$ cat config.mk
export PLATFORM = sky130hd
export DESIGN_NAME = kway_interval_union_core_flat
export DESIGN_NICKNAME = d
export VERILOG_FILES = /design/src/design/kiu_pkg.sv /design/src/design/kiu_if.sv /design/src/design/kiu_ctrl.sv /design/src/design/kiu_dpath.sv /design/src/design/kway_interval_union_core.sv /design/src/flat_wrapper.sv
export SDC_FILE = /design/constraint.sdc
export NUM_CORES = 2
export LEC_CHECK = 0
export ABC_CLOCK_PERIOD_IN_PS = 18000
export BUFFER_PORTS_ARGS = -buffer_cell sky130_fd_sc_hd__buf_2
export CELL_PAD_IN_SITES_DETAIL_PLACEMENT = 0
export CELL_PAD_IN_SITES_GLOBAL_PLACEMENT = 1
export CORE_UTILIZATION = 35
export CTS_BUF_LIST = sky130_fd_sc_hd__clkbuf_16
export DETAILED_ROUTE_END_ITERATION = 8
export PLACE_DENSITY = 0.6
export SLEW_MARGIN = 25
export SYNTH_ARGS = -nofsm -noshare
export SYNTH_HDL_FRONTEND = slang
export SYNTH_MEMORY_MAX_BITS = 65536
export SYNTH_SLANG_ARGS = --single-unit
$ cat constraint.sdc
create_clock -name clock -period 18 [get_ports clock]
set_input_delay 2.7 -clock clock [delete_from_list [all_inputs] [get_ports clock]]
set_output_delay 2.7 -clock clock [all_outputs]
set_load 0.02 [all_outputs]
$ cat src/design/kiu_pkg.sv
// Package with shared sizes, command codes and controller/datapath types.
`default_nettype none
package kiu_pkg;

   localparam int SOURCES     = 4;
   localparam int LIST_DEPTH  = 16;
   localparam int STORE_SIZE  = SOURCES * LIST_DEPTH;
   localparam int SRC_W       = $clog2(SOURCES);
   localparam int CNT_W       = $clog2(LIST_DEPTH + 1);
   localparam int IDX_W       = (LIST_DEPTH > 1) ? $clog2(LIST_DEPTH) : 1;
   localparam int ADDR_W      = $clog2(STORE_SIZE);
   localparam int COORD_W     = 31;
   localparam int SOURCE_ID_W = 2;

   // Input item command codes.
   localparam logic CMD_LOAD  = 1'b0;
   localparam logic CMD_CLOSE = 1'b1;

   typedef enum logic [2:0] {
      DP_IDLE,
      DP_LOAD,
      DP_SCAN,
      DP_DRAIN,
      DP_PICK
   } dp_op_type;

   typedef struct packed {
      dp_op_type        op;
      logic [SRC_W-1:0] scan_idx;
   } dp_cmd_type;

   typedef struct packed {
      logic need_emit;
      logic out_free;
      logic best_valid;
   } dp_status_type;

endpackage
`default_nettype wire

$ cat src/design/kiu_if.sv
// Valid/ready channel interfaces for the request and response items.
`default_nettype none
interface kiu_req_if;
   import kiu_pkg::*;

   logic                   valid;
   logic                   ready;
   logic                   cmd;
   logic [SOURCE_ID_W-1:0] source_id;
   logic [COORD_W-1:0]     interval_beg;
   logic [COORD_W-1:0]     interval_end;

   modport source (output valid, cmd, source_id, interval_beg, interval_end, input ready);
   modport sink   (input valid, cmd, source_id, interval_beg, interval_end, output ready);
   modport mon    (input valid, ready, cmd, source_id, interval_beg, interval_end);
endinterface

interface kiu_rsp_if;
   import kiu_pkg::*;

   logic               valid;
   logic               ready;
   logic [COORD_W-1:0] union_beg;
   logic [COORD_W-1:0] union_end;
   logic               is_empty;
   logic               is_last;
   logic               overflow_seen;
   logic               order_error;

   modport source (output valid, union_beg, union_end, is_empty, is_last, overflow_seen,
                   order_error, input ready);
   modport sink   (input valid, union_beg, union_end, is_empty, is_last, overflow_seen,
                   order_error, output ready);
   modport mon    (input valid, ready, union_beg, union_end, is_empty, is_last,
                   overflow_seen, order_error);
endinterface
`default_nettype wire

$ cat src/design/kiu_ctrl.sv
// Controller state machine sequencing loads, head scans and merge picks.
`default_nettype none
module kiu_ctrl (
   input  wire                  clock,
   input  wire                  reset,
   input  wire                  req_valid,
   input  wire                  req_cmd,
   output logic                 req_ready,
   input  kiu_pkg::dp_status_type status,
   output kiu_pkg::dp_cmd_type  cmd
);
   import kiu_pkg::*;

   typedef enum logic [1:0] {
      ST_IDLE,
      ST_SCAN,
      ST_DRAIN,
      ST_PICK
   } state_type;

   state_type        state_ff;
   logic [SRC_W-1:0] scan_ff;
   logic             proceed;

   // A pick that produces a result must find the output register free.
   assign proceed = !status.need_emit || status.out_free;

   always_ff @(posedge clock) begin
      if (reset) begin
         state_ff <= ST_IDLE;
         scan_ff  <= '0;
      end else begin
         unique case (state_ff)
            ST_IDLE: begin
               if (req_valid && req_cmd == CMD_CLOSE) begin
                  state_ff <= ST_SCAN;
                  scan_ff  <= '0;
               end
            end
            ST_SCAN: begin
               if (scan_ff == SRC_W'(SOURCES - 1)) begin
                  state_ff <= ST_DRAIN;
               end else begin
                  scan_ff <= SRC_W'(scan_ff + 1'b1);
               end
            end
            ST_DRAIN: begin
               state_ff <= ST_PICK;
            end
            ST_PICK: begin
               if (proceed) begin
                  scan_ff <= '0;
                  if (status.best_valid) begin
                     state_ff <= ST_SCAN;
                  end else begin
                     state_ff <= ST_IDLE;
                  end
               end
            end
            default: begin
               state_ff <= ST_IDLE;
            end
         endcase
      end
   end

   assign req_ready = (state_ff == ST_IDLE);

   always_comb begin
      cmd.scan_idx = scan_ff;
      unique case (state_ff)
         ST_IDLE:  cmd.op = (req_valid && req_cmd == CMD_LOAD) ? DP_LOAD : DP_IDLE;
         ST_SCAN:  cmd.op = DP_SCAN;
         ST_DRAIN: cmd.op = DP_DRAIN;
         ST_PICK:  cmd.op = proceed ? DP_PICK : DP_IDLE;
         default:  cmd.op = DP_IDLE;
      endcase
   end

endmodule
`default_nettype wire

$ cat src/design/kiu_dpath.sv
// Datapath: interval store, per-source counters, head scan, union build and output register.
`default_nettype none
module kiu_dpath (
   input  wire                             clock,
   input  wire                             reset,
   input  kiu_pkg::dp_cmd_type             cmd,
   output kiu_pkg::dp_status_type          status,
   input  wire [kiu_pkg::SOURCE_ID_W-1:0]  load_source_id,
   input  wire [kiu_pkg::COORD_W-1:0]      load_beg,
   input  wire [kiu_pkg::COORD_W-1:0]      load_end,
   input  wire                             rsp_ready,
   output logic                            rsp_valid,
   output logic [kiu_pkg::COORD_W-1:0]     rsp_union_beg,
   output logic [kiu_pkg::COORD_W-1:0]     rsp_union_end,
   output logic                            rsp_is_empty,
   output logic                            rsp_is_last,
   output logic                            rsp_overflow_seen,
   output logic                            rsp_order_error
);
   import kiu_pkg::*;

   // Interval store, one region of LIST_DEPTH entries per source.
   logic [COORD_W-1:0] mem_beg [STORE_SIZE];
   logic [COORD_W-1:0] mem_end [STORE_SIZE];

   logic [CNT_W-1:0]   count_ff    [SOURCES];
   logic [CNT_W-1:0]   head_ff     [SOURCES];
   logic [COORD_W-1:0] last_beg_ff [SOURCES];

   logic               overflow_ff;
   logic               order_ff;
   logic               started_ff;
   logic [COORD_W-1:0] ubeg_ff;
   logic [COORD_W-1:0] run_end_ff;

   logic               rd_valid_ff;
   logic [SRC_W-1:0]   rd_src_ff;
   logic [COORD_W-1:0] rd_beg_ff;
   logic [COORD_W-1:0] rd_end_ff;

   logic               best_valid_ff;
   logic [SRC_W-1:0]   best_src_ff;
   logic [COORD_W-1:0] best_beg_ff;
   logic [COORD_W-1:0] best_end_ff;

   logic               out_valid_ff;
   logic [COORD_W-1:0] out_beg_ff;
   logic [COORD_W-1:0] out_end_ff;
   logic               out_empty_ff;
   logic               out_last_ff;
   logic               out_ovf_ff;
   logic               out_ord_ff;

   logic               is_load;
   logic               src_ok;
   logic [SRC_W-1:0]   sel_src;
   logic [CNT_W-1:0]   sel_count;
   logic [CNT_W-1:0]   sel_head;
   logic               full;
   logic [COORD_W-1:0] ld_beg;
   logic [COORD_W-1:0] ld_end;
   logic [ADDR_W-1:0]  base;
   logic [ADDR_W-1:0]  addr;
   logic               ld_we;
   logic               order_hit;
   logic               rd_hit;
   logic               take_rd;
   logic               pick;
   logic               gap;

   assign is_load   = (cmd.op == DP_LOAD);
   assign src_ok    = (32'(load_source_id) < 32'(SOURCES));
   assign sel_src   = is_load ? SRC_W'(load_source_id) : cmd.scan_idx;
   assign sel_count = count_ff[sel_src];
   assign sel_head  = head_ff[sel_src];
   assign full      = (sel_count >= CNT_W'(LIST_DEPTH));

   // Reversed intervals are stored with their ends swapped.
   assign ld_beg = (load_beg > load_end) ? load_end : load_beg;
   assign ld_end = (load_beg > load_end) ? load_beg : load_end;

   assign base = ADDR_W'(sel_src) * ADDR_W'(LIST_DEPTH);
   assign addr = is_load ? ADDR_W'(base + ADDR_W'(sel_count[IDX_W-1:0]))
                         : ADDR_W'(base + ADDR_W'(sel_head[IDX_W-1:0]));

   assign ld_we     = is_load && src_ok && !full;
   assign order_hit = ld_we && (sel_count != '0) && (ld_beg < last_beg_ff[sel_src]);
   assign rd_hit    = (cmd.op == DP_SCAN) && (sel_head < sel_count);

   // Strict compare keeps the lowest source on equal starts.
   assign take_rd = rd_valid_ff && (!best_valid_ff || rd_beg_ff < best_beg_ff);
   assign pick    = (cmd.op == DP_PICK);
   assign gap     = started_ff && (best_beg_ff > run_end_ff);

   assign status.need_emit  = !best_valid_ff || gap;
   assign status.out_free   = !out_valid_ff || rsp_ready;
   assign status.best_valid = best_valid_ff;

   always_ff @(posedge clock) begin
      if (ld_we) begin
         mem_beg[addr] <= ld_beg;
         mem_end[addr] <= ld_end;
      end
      rd_beg_ff <= mem_beg[addr];
      rd_end_ff <= mem_end[addr];
   end

   always_ff @(posedge clock) begin
      if (reset) begin
         for (int s = 0; s < SOURCES; s++) begin
            count_ff[s] <= '0;
            head_ff[s]  <= '0;
         end
         overflow_ff   <= 1'b0;
         order_ff      <= 1'b0;
         started_ff    <= 1'b0;
         rd_valid_ff   <= 1'b0;
         best_valid_ff <= 1'b0;
         out_valid_ff  <= 1'b0;
      end else begin
         rd_valid_ff <= rd_hit;
         // A pick that finishes a union interval loads the output register.
         if (pick && (!best_valid_ff || gap)) begin
            out_valid_ff <= 1'b1;
         end else if (out_valid_ff && rsp_ready) begin
            out_valid_ff <= 1'b0;
         end
         if (ld_we) begin
            count_ff[sel_src] <= CNT_W'(sel_count + 1'b1);
         end
         if (is_load && src_ok && full) begin
            overflow_ff <= 1'b1;
         end
         if (order_hit) begin
            order_ff <= 1'b1;
         end
         if (take_rd) begin
            best_valid_ff <= 1'b1;
         end
         if (pick) begin
            best_valid_ff <= 1'b0;
            if (best_valid_ff) begin
               head_ff[best_src_ff] <= CNT_W'(head_ff[best_src_ff] + 1'b1);
               started_ff           <= 1'b1;
            end else begin
               // All lists exhausted: final result goes out, contig state clears.
               for (int s = 0; s < SOURCES; s++) begin
                  count_ff[s] <= '0;
                  head_ff[s]  <= '0;
               end
               overflow_ff <= 1'b0;
               order_ff    <= 1'b0;
               started_ff  <= 1'b0;
            end
         end
      end
   end

   always_ff @(posedge clock) begin
      if (ld_we) begin
         last_beg_ff[sel_src] <= ld_beg;
      end
      rd_src_ff <= sel_src;
      if (take_rd) begin
         best_src_ff <= rd_src_ff;
         best_beg_ff <= rd_beg_ff;
         best_end_ff <= rd_end_ff;
      end
      if (pick) begin
         if (best_valid_ff) begin
            if (!started_ff || gap) begin
               ubeg_ff    <= best_beg_ff;
               run_end_ff <= best_end_ff;
            end else if (best_end_ff > run_end_ff) begin
               run_end_ff <= best_end_ff;
            end
            if (gap) begin
               out_beg_ff   <= ubeg_ff;
               out_end_ff   <= run_end_ff;
               out_empty_ff <= 1'b0;
               out_last_ff  <= 1'b0;
               out_ovf_ff   <= overflow_ff;
               out_ord_ff   <= order_ff;
            end
         end else begin
            out_beg_ff   <= started_ff ? ubeg_ff : '0;
            out_end_ff   <= started_ff ? run_end_ff : '0;
            out_empty_ff <= !started_ff;
            out_last_ff  <= 1'b1;
            out_ovf_ff   <= overflow_ff;
            out_ord_ff   <= order_ff;
         end
      end
   end

   assign rsp_valid         = out_valid_ff;
   assign rsp_union_beg     = out_beg_ff;
   assign rsp_union_end     = out_end_ff;
   assign rsp_is_empty      = out_empty_ff;
   assign rsp_is_last       = out_last_ff;
   assign rsp_overflow_seen = out_ovf_ff;
   assign rsp_order_error   = out_ord_ff;

endmodule
`default_nettype wire

$ cat src/design/kway_interval_union_core.sv
// Top level of the k-way interval union block: controller, datapath and channel hookup.
// A load item causes no result. A close item starts the merge; with N stored intervals it
// runs (N + 1) merge picks, each made of a scan of every source head through the single read
// port of the interval store, a drain step and a pick step, plus response stalls.
// Reset is synchronous and clears counts, heads and flags; the interval store is not cleared.
`default_nettype none
module kway_interval_union_core (
   input  wire        clock,
   input  wire        reset,
   kiu_req_if.sink    req_ch,
   kiu_rsp_if.source  rsp_ch
);
   import kiu_pkg::*;

   // The controller and the datapath talk only through these two bundles.
   dp_cmd_type    dp_cmd;
   dp_status_type dp_status;

   // The controller accepts items only while idle. Loads are absorbed in that
   // same cycle; a close starts the merge, which walks the source heads in
   // order, keeps the smallest start (lowest source on a tie) and then either
   // extends the union being built or hands a finished one to the output
   // register. The output register lets loads of the next contig come in
   // while the final result of the previous one still waits to be taken.
   kiu_ctrl u_ctrl (
      .clock     (clock),
      .reset     (reset),
      .req_valid (req_ch.valid),
      .req_cmd   (req_ch.cmd),
      .req_ready (req_ch.ready),
      .status    (dp_status),
      .cmd       (dp_cmd)
   );

   // The datapath owns the interval store, the per-source counters and the
   // union registers, and it drives the response channel directly.
   kiu_dpath u_dpath (
      .clock             (clock),
      .reset             (reset),
      .cmd               (dp_cmd),
      .status            (dp_status),
      .load_source_id    (req_ch.source_id),
      .load_beg          (req_ch.interval_beg),
      .load_end          (req_ch.interval_end),
      .rsp_ready         (rsp_ch.ready),
      .rsp_valid         (rsp_ch.valid),
      .rsp_union_beg     (rsp_ch.union_beg),
      .rsp_union_end     (rsp_ch.union_end),
      .rsp_is_empty      (rsp_ch.is_empty),
      .rsp_is_last       (rsp_ch.is_last),
      .rsp_overflow_seen (rsp_ch.overflow_seen),
      .rsp_order_error   (rsp_ch.order_error)
   );

endmodule
`default_nettype wire

$ cat src/flat_wrapper.sv
// flat-port wrapper written by rule: the top's interface ports become plain ports
module kway_interval_union_core_flat import kiu_pkg::*;
  (clock, reset, req_ch_valid, req_ch_cmd, req_ch_source_id, req_ch_interval_beg, req_ch_interval_end, req_ch_ready, rsp_ch_valid, rsp_ch_union_beg, rsp_ch_union_end, rsp_ch_is_empty, rsp_ch_is_last, rsp_ch_overflow_seen, rsp_ch_order_error, rsp_ch_ready);
  kiu_req_if req_ch_i ();
  kiu_rsp_if rsp_ch_i ();
  input  wire clock;
  input  wire reset;
  input wire logic [$bits(req_ch_i.valid)-1:0] req_ch_valid;
  input wire logic [$bits(req_ch_i.cmd)-1:0] req_ch_cmd;
  input wire logic [$bits(req_ch_i.source_id)-1:0] req_ch_source_id;
  input wire logic [$bits(req_ch_i.interval_beg)-1:0] req_ch_interval_beg;
  input wire logic [$bits(req_ch_i.interval_end)-1:0] req_ch_interval_end;
  output wire logic [$bits(req_ch_i.ready)-1:0] req_ch_ready;
  output wire logic [$bits(rsp_ch_i.valid)-1:0] rsp_ch_valid;
  output wire logic [$bits(rsp_ch_i.union_beg)-1:0] rsp_ch_union_beg;
  output wire logic [$bits(rsp_ch_i.union_end)-1:0] rsp_ch_union_end;
  output wire logic [$bits(rsp_ch_i.is_empty)-1:0] rsp_ch_is_empty;
  output wire logic [$bits(rsp_ch_i.is_last)-1:0] rsp_ch_is_last;
  output wire logic [$bits(rsp_ch_i.overflow_seen)-1:0] rsp_ch_overflow_seen;
  output wire logic [$bits(rsp_ch_i.order_error)-1:0] rsp_ch_order_error;
  input wire logic [$bits(rsp_ch_i.ready)-1:0] rsp_ch_ready;
  assign req_ch_i.valid = req_ch_valid;
  assign req_ch_i.cmd = req_ch_cmd;
  assign req_ch_i.source_id = req_ch_source_id;
  assign req_ch_i.interval_beg = req_ch_interval_beg;
  assign req_ch_i.interval_end = req_ch_interval_end;
  assign req_ch_ready = req_ch_i.ready;
  assign rsp_ch_valid = rsp_ch_i.valid;
  assign rsp_ch_union_beg = rsp_ch_i.union_beg;
  assign rsp_ch_union_end = rsp_ch_i.union_end;
  assign rsp_ch_is_empty = rsp_ch_i.is_empty;
  assign rsp_ch_is_last = rsp_ch_i.is_last;
  assign rsp_ch_overflow_seen = rsp_ch_i.overflow_seen;
  assign rsp_ch_order_error = rsp_ch_i.order_error;
  assign rsp_ch_i.ready = rsp_ch_ready;
  kway_interval_union_core u_core (.clock(clock), .reset(reset), .req_ch(req_ch_i), .rsp_ch(rsp_ch_i));
endmodule
# --- Word level (Yosys, flattened, before mapping) ---
# Memory sizes are Yosys's and may differ from the RTL's. A register that Yosys moved wholly into a read port is not among the register bits.
# Index checks and enable logic that the tools add are counted.
totals:
  reg_bits: 204
  latch_bits: 0
  ram_bits: 4132
  rom_bits: 0
  out_inout_bits: 68
  word_cells: 159
  n_memories: 5
op_classes:
  addsub: 5
  multipliers: 0
  n_div: 0
  order_cmp: 7
  n_eq_ne: 12
  shift: 0
  mux: 67
  bitwise_logic: 9
  n_reduce_logical: 34
memory_table:
  columns: ["memory", "words", "word_bits", "read_ports", "rd_clocked_by_memory_dff", "write_ports", "line", "rtl"]
  rows:
  - ["u_core.u_dpath.mem_beg", 64, 31, 1, 1, 1, "kiu_dpath.sv:23", "logic [COORD_W-1:0] mem_beg [STORE_SIZE];"]
  - ["u_core.u_dpath.mem_end", 64, 31, 1, 1, 1, "kiu_dpath.sv:24", "logic [COORD_W-1:0] mem_end [STORE_SIZE];"]
  - ["u_core.u_dpath.last_beg_ff", 4, 31, 1, 0, 1, "kiu_dpath.sv:28", "logic [COORD_W-1:0] last_beg_ff [SOURCES];"]
  - ["u_core.u_dpath.count_ff", 4, 5, 1, 0, 4, "kiu_dpath.sv:26", "logic [CNT_W-1:0] count_ff [SOURCES];"]
  - ["u_core.u_dpath.head_ff", 4, 5, 2, 1, 4, "kiu_dpath.sv:27", "logic [CNT_W-1:0] head_ff [SOURCES];"]
ops:
  columns: ["op", "n"]
  rows:
  - ["two-way mux 31 bit", 10]
  - ["greater-than comparator 31 bit", 3]
  - ["less-than comparator 31 bit", 2]
  - ["two-way mux 5 bit", 10]
  - ["two-way mux 1 bit", 32]
  - ["two-way mux 2 bit", 10]
  - ["adder 6 x 4 -> 6 bit", 2]
  - ["one-hot mux 3 bit (4 select lines)", 1]
  - ["logical AND 1 bit", 11]
  - ["adder 5 x 1 -> 5 bit, second input constant", 2]
  - ["OR reduction 5 bit", 2]
  - ["AND reduction 3 bit", 3]
  - ["OR 1 bit", 8]
  - ["one-hot mux 2 bit (4 select lines)", 1]
  - ["equality test 2 bit, second input constant", 3]
  - ["two-way mux 6 bit", 1]
  - ["inequality test 2 bit, second input constant", 3]
  - ["one-hot mux 2 bit (3 select lines)", 1]
  - ["greater-or-equal comparator 5 bit, second input constant", 1]
  - ["zero test 1 bit", 5]
  - ["logical OR 1 bit", 5]
  - ["less-than comparator 5 bit", 1]
  - ["nonzero test 5 bit", 1]
  - ["inequality test 2 x 1 -> 1 bit, second input constant", 2]
  - ["other kinds (13)", 14]

# --- Depth between registers and ports, before layout ---
# An unclocked memory read counts as a cell.
depth:
  ltp_word: 18
  ltp_mapped: 31
  mapped_depth_nobuf: 26

# --- Modules after synthesis ---
# Synthesis repeated with hierarchy kept, for this count alone.
hier_totals:
  hier_cells: 9454
  hier_area_um2: 163470.5
by_module_without_submodules:
  columns: ["module", "instances", "cells_each", "area_per_inst_um2", "seq_area_each_um2"]
  rows:
  - ["kiu_dpath", 1, 9419, 163130.2, 131285.9]
  - ["kiu_ctrl", 1, 35, 340.3, 80.1]

# --- Least setup slack after synthesis ---
# OpenSTA, ideal clock, no wires.
synth_path:
  kind: "input-to-reg"
  startpoint: "input req_ch_cmd"
  endpoint: "memory u_core.u_dpath.mem_beg[0][0] (enable)"
  arrival_time_ns: 9.251
  setup_slack_ns: 8.266
  cell_stages: 16
  path_cell_list: "nand3b_1 a21oi_1 nand3_1 a211oi_2 a211oi_2 buf_6 mux2i_4 inv_4 buf_2 mux2i_1 mux2i_1 or2_1 clkbuf_1 nor2_1 nand2_1 nor2_1"
synth_via:
  elab_chain_len: 12
  elab_cells_between_ends: 16
synth_lines:
  columns: ["element", "line", "rtl"]
  rows:
  - ["from (decl)", "flat_wrapper.sv:9", "input wire logic [$bits(req_ch_i.cmd)-1:0] req_ch_cmd;"]
  - ["inverter 1 bit (*)", "kiu_ctrl.sv:72", "ST_IDLE: cmd.op = (req_valid && req_cmd == CMD_LOAD) ? DP_LOAD : DP_IDLE;"]
  - ["logical AND 1 bit (*)", "kiu_ctrl.sv:72", null]
  - ["two-way mux 1 bit (*)", "kiu_ctrl.sv:72", null]
  - ["one-hot mux 3 bit (4 select lines) (*)", "kiu_ctrl.sv:71", "unique case (state_ff)"]
  - ["equality test 3 x 1 -> 1 bit (*)", "kiu_dpath.sv:71", "assign is_load = (cmd.op == DP_LOAD);"]
  - ["two-way mux 2 bit", "kiu_dpath.sv:73", "assign sel_src = is_load ? SRC_W'(load_source_id) : cmd.scan_idx;"]
  - ["memory read (4 x 5 bit)", null, null]
  - ["greater-or-equal comparator 5 bit", "kiu_dpath.sv:76", "assign full = (sel_count >= CNT_W'(LIST_DEPTH));"]
  - ["zero test 1 bit", "kiu_dpath.sv:86", "assign ld_we = is_load && src_ok && !full;"]
  - ["logical AND 1 bit", "kiu_dpath.sv:86", null]
  - ["two-way mux 1 bit", "kiu_dpath.sv:100", "if (ld_we) begin"]
  - ["two-way mux 1 bit (not written as such)", "kiu_dpath.sv:101", "mem_beg[addr] <= ld_beg;"]
  - ["to (decl)", "kiu_dpath.sv:23", null]
# Mark *: on every way between the ends. The rest lies on a longest branch, timed or not.

# --- Worst setup path in the final report ---
layout_path:
  startpoint: "input req_ch_interval_end[30]"
  endpoint: "register u_core.u_dpath.order_ff"
layout_via:
  elab_chain_len: 7
layout_lines:
  columns: ["element", "line", "rtl"]
  rows:
  - ["from (decl)", "flat_wrapper.sv:12", "input wire logic [$bits(req_ch_i.interval_end)-1:0] req_ch_interval_end;"]
  - ["greater-than comparator 31 bit (*)", "kiu_dpath.sv:79", "assign ld_beg = (load_beg > load_end) ? load_end : load_beg;"]
  - ["two-way mux 31 bit (*)", "kiu_dpath.sv:79", null]
  - ["named net u_core.u_dpath.ld_beg[16]", "kiu_dpath.sv:60", "logic [COORD_W-1:0] ld_beg;"]
  - ["less-than comparator 31 bit (*)", "kiu_dpath.sv:87", "assign order_hit = ld_we && (sel_count != '0) && (ld_beg < last_beg_ff[sel_src]);"]
  - ["logical AND 1 bit (*)", "kiu_dpath.sv:87", null]
  - ["two-way mux 1 bit (*)", "kiu_dpath.sv:134", "if (order_hit) begin"]
  - ["two-way mux 1 bit", "kiu_dpath.sv:142", "if (best_valid_ff) begin"]
  - ["two-way mux 1 bit (*)", "kiu_dpath.sv:140", "if (pick) begin"]
  - ["to (signal assigned)", "kiu_dpath.sv:115", "order_ff <= 1'b0;"]
  - ["to (signal assigned)", "kiu_dpath.sv:135", "order_ff <= 1'b1;"]
  - ["to (signal assigned)", "kiu_dpath.sv:152", "order_ff <= 1'b0;"]
  - ["to (decl)", "kiu_dpath.sv:31", "logic order_ff;"]
# The timed path passes the listed nets; every way through them passes the cells marked *.
# A chain may end at the register's enable or synchronous reset.

==> metrics.md <==
| Metric | Value |
|---|---|
| Largest net degree at the start of global routing | `125` |
| Clock tree buffer depth | `4` |
| Final WL | `541,000 um` |
| Drt via density | `roughly 5.9` |
| GP Congestion | `~0.82` |
| Seq/Total Area, Yosys | `between 80% and 90%` |
| CTS H-tree lvls | `5` |
| Crit path max fanout | `69` |
| Count leader, synth | `edfxtp_1` |
| Met2 Usage GRT | `a little over a third` |
| Worst Setup Start Kind | `primary input` |
| Postcts setup bufs | `0` |
| Syn Area/Cell | `18.2 um^2` |
| Post-DR wirelength/cell | `34.3 um` |
| Clock transition at path regs | `60 ps` |
| Setup TNS | `0 ps` |
| PwrDens | `139 nW/um^2` |
| Synthesis-stage register bit count | `4,400` |
| Area leader, netlist | `edfxtp_1` |
| CTS tree | `done` |
| Final Cycle Share | `52.1%` |
| Initial DRC count | `12,289` |
| Residual DRC | `0` |
| Hold Vio Cnt, Final | `0` |
| Number of flops mapped to enable cells by yosys | `about 4,300` |
| Height of the die | `682 um` |
| Most frequent cells after synthesis | `edfxtp_1 (4,324), a22oi_1 (1,297), a221oi_1 (329)` |
| Yosys cell types | `70` |
| Top Ports | `137` |
| Fin Hold WS | `408 ps` |
| Min cycle time layout | `9380 ps` |
| Post-detailed-placement half-perimeter wirelength | `305,000 um` |
| Antenna-violating nets left | `0` |
| DR vias | `92,971` |
| Post-synthesis cell count | `8,916` |
| Clk_lat worst skew | `1010 ps` |
| Vias in the first global route | `89,543` |
| Total die area | `466,000 um^2` |
| Synth Net Count | `9,150` |
| Clock sinks | `between 4,000 and 5,000` |
| Std cell rows | `between 200 and 250` |
| Root buffer cell | `clkbuf_16` |
| Endpoints failing setup | `0` |
| Crit. End Element | `flop` |
| Worst slew pin tran | `approximately 1200 ps` |
| Peak VDD IR | `0.125 mV` |
| Rel. slew slack | `a little over a fifth` |
| Total power | `25.8 mW` |
| Warnings from Yosys | `0` |
| Top_reg_cell synth | `edfxtp_1` |
| First-pass GRT wire length | `738,000 um` |
| Layout overhead on the synthesized area | `14.6%` |
| Unrepaired setup endpoints after global routing | `false` |
| Initial antenna violation count | `50` |
| M1 GR Usage | `between 30% and 40%` |
| Async SR Flop Fraction | `0%` |
| Pre-CTS setup slack | `slightly above 7000 ps` |
| Gr busiest metal | `met2` |
| Maximum clock rate | `107 MHz` |
| Worst EP arrival | `10,300 ps` |
| Total track usage | `between 20% and 30%` |
| Hold_buf cts | `0` |
| Buffers on Ports | `136` |
| Area contributors post-synth | `edfxtp_1 (80%), a22oi_1 (6.0%), a221oi_1 (1.8%), a22o_1 (1.7%), ha_1 (1.3%)` |
| TritonCTS buffer count | `431` |
| Mapped cell area | `162,000 um^2` |
| DR pass1 iterations | `6` |
| Finished Layout Cells | `around 16,000` |
| Status | `finished, final reports clean` |
| Fin Clk Skew | `approximately 57 ps` |
| Max-cap violations | `0` |
| Crit path kind | `primary input to flop` |
| Share of the synthesized area in the top cell type | `between 80 and 90%` |
| Hold Path Class | `flop to flop` |
| GRT Residual Overflow | `0` |
| Post-CTS resize count | `0` |
| M3 GR Usage | `4.18%` |
| Die Wd | `682 um` |
| Leak Pwr | `between 50 and 60 nW` |
| Layout Nets | `roughly 9,500` |
| Slew Limit Fails | `0` |
| Share of cells above drive strength 1 | `13.3%` |
| Inst Count DP | `14,983` |
| PnR worst setup slack | `8620 ps` |
| CORE AREA | `460,000 um^2` |
| Worst path required time | `18,910 ps` |
| Starting Density | `35.2%` |
cell families after synthesis:
group                      after synthesis  synth area share [%]
xor gates and xnor gates                 6                0.0324
AOI/OAI and AO/OA                     2681                  12.5
adders and majority gates              165                  1.27
DFF                                   4400                  81.1
and+or+nand+nor                        920                  2.78
muxes                                   99                 0.765
buffers and inverters                  645                  1.62
report_power, final:
| group | internal [mW] | switching (mW) | total (mW) |
|---|---|---|---|
| Combinational | 1.32 | 3.61 | 4.93 |
| Sequential | 11.8 | 0.263 | 12.0 |
| Clock | 4.88 | 3.91 | 8.79 |
| Total | 18.0 | 7.78 | 25.8 |
worst max-delay path, stage by stage:
cell and delay (ps):
buf_2 180, inv_1 120, ha_1 800, and3_1 270, nand4_1 580, o211ai_1 590
buf_6 220, o21ai_0 160, a31oi_4 380, buf_4 590, mux2_2 290, buf_4 570
ha_1 380, a21o_1 190, a21o_1 220, a21o_1 200, a21o_1 180, a21o_1 180
a21o_1 180, a21oi_1 200, o41ai_1 110, a21o_1 190, a211o_1 300, a31oi_1 160
o21ai_1 90, a21oi_1 140
final cells by class:
| cell class | instances | area [um^2] |
|---|---|---|
| Antenna cell | 19 | 47.5 |
| Inverter | 108 | 408 |
| Clock buffer | 435 | 10900 |
| Sequential cell | 4400 | 131000 |
| Fill cell | 41095 | 275000 |
| Multi-Input combinational cell | 3871 | 29100 |
| Tap cell | 6149 | 7690 |
| Clock inverter | 360 | 2810 |
| Timing Repair Buffer | 460 | 3460 |
registers in the layout, summed over array words and instances, names as in the netlist, 20 cells and up, named ones only:
register	cells
u_core.u_dpath.best_beg_ff	31
u_core.u_dpath.best_end_ff	31
u_core.u_dpath.count_ff	20
u_core.u_dpath.head_ff	20
u_core.u_dpath.last_beg_ff	124
u_core.u_dpath.mem_beg	1984
u_core.u_dpath.mem_end	1984
u_core.u_dpath.rd_beg_ff	31
u_core.u_dpath.rd_end_ff	31
u_core.u_dpath.rsp_union_beg	31
u_core.u_dpath.rsp_union_end	31
u_core.u_dpath.run_end_ff	31
u_core.u_dpath.ubeg_ff	31
final timing paths:
path | startpoint | depth (start not counted) | endpoint | slack (ps)
setup / recovery | req_ch_interval_end[30] | 26 | u_core.u_dpath.order_ff | 8620
hold / removal | u_core.u_dpath.rd_end_ff[13] | 0 | u_core.u_dpath.best_end_ff[13] | 410
setup reg to reg | u_core.u_dpath.best_beg_ff[13] | 18 | u_core.u_dpath.mem_end[61][2] | 9500
hold reg to reg | u_core.u_dpath.rd_end_ff[13] | 0 | u_core.u_dpath.best_end_ff[13] | 410
metrics by stage:
stage / utilization, % / area (um^2)
6_report: 40.3 / 186000
5_1_grt: 40.3 / 186000
4_1_cts: 40.3 / 186000
3_5_place_dp: 37.3 / 172000
3_3_place_gp: 37.3 / 172000
2_1_floorplan: - / 162000
layout by cell type (no fill, tap or decap), drive strengths merged, types with 54 or more instances in the layout:
master	Yosys	routed
o21ai	95	95
edfxtp	4324	4324
nand2	279	279
nand4	189	189
a21oi	174	174
a221oi	329	329
buf	209	460
inv	108	234
clkbuf	328	435
nor2b	54	54
a22oi	1297	1297
nor2	181	181
ha	165	165
clkinv	0	189
nand3	124	124
a31oi	326	326
dfxtp	76	76
a22o	315	315
routing by layer:
metal,part of all wire [%],vias to the layer above
li1,-,38089
met1,41,49051
met2,47,5069
met3,9.4,738
met4,3.1,24
met5,0.028,-
Note: power is estimated with default switching activity, not from simulation.
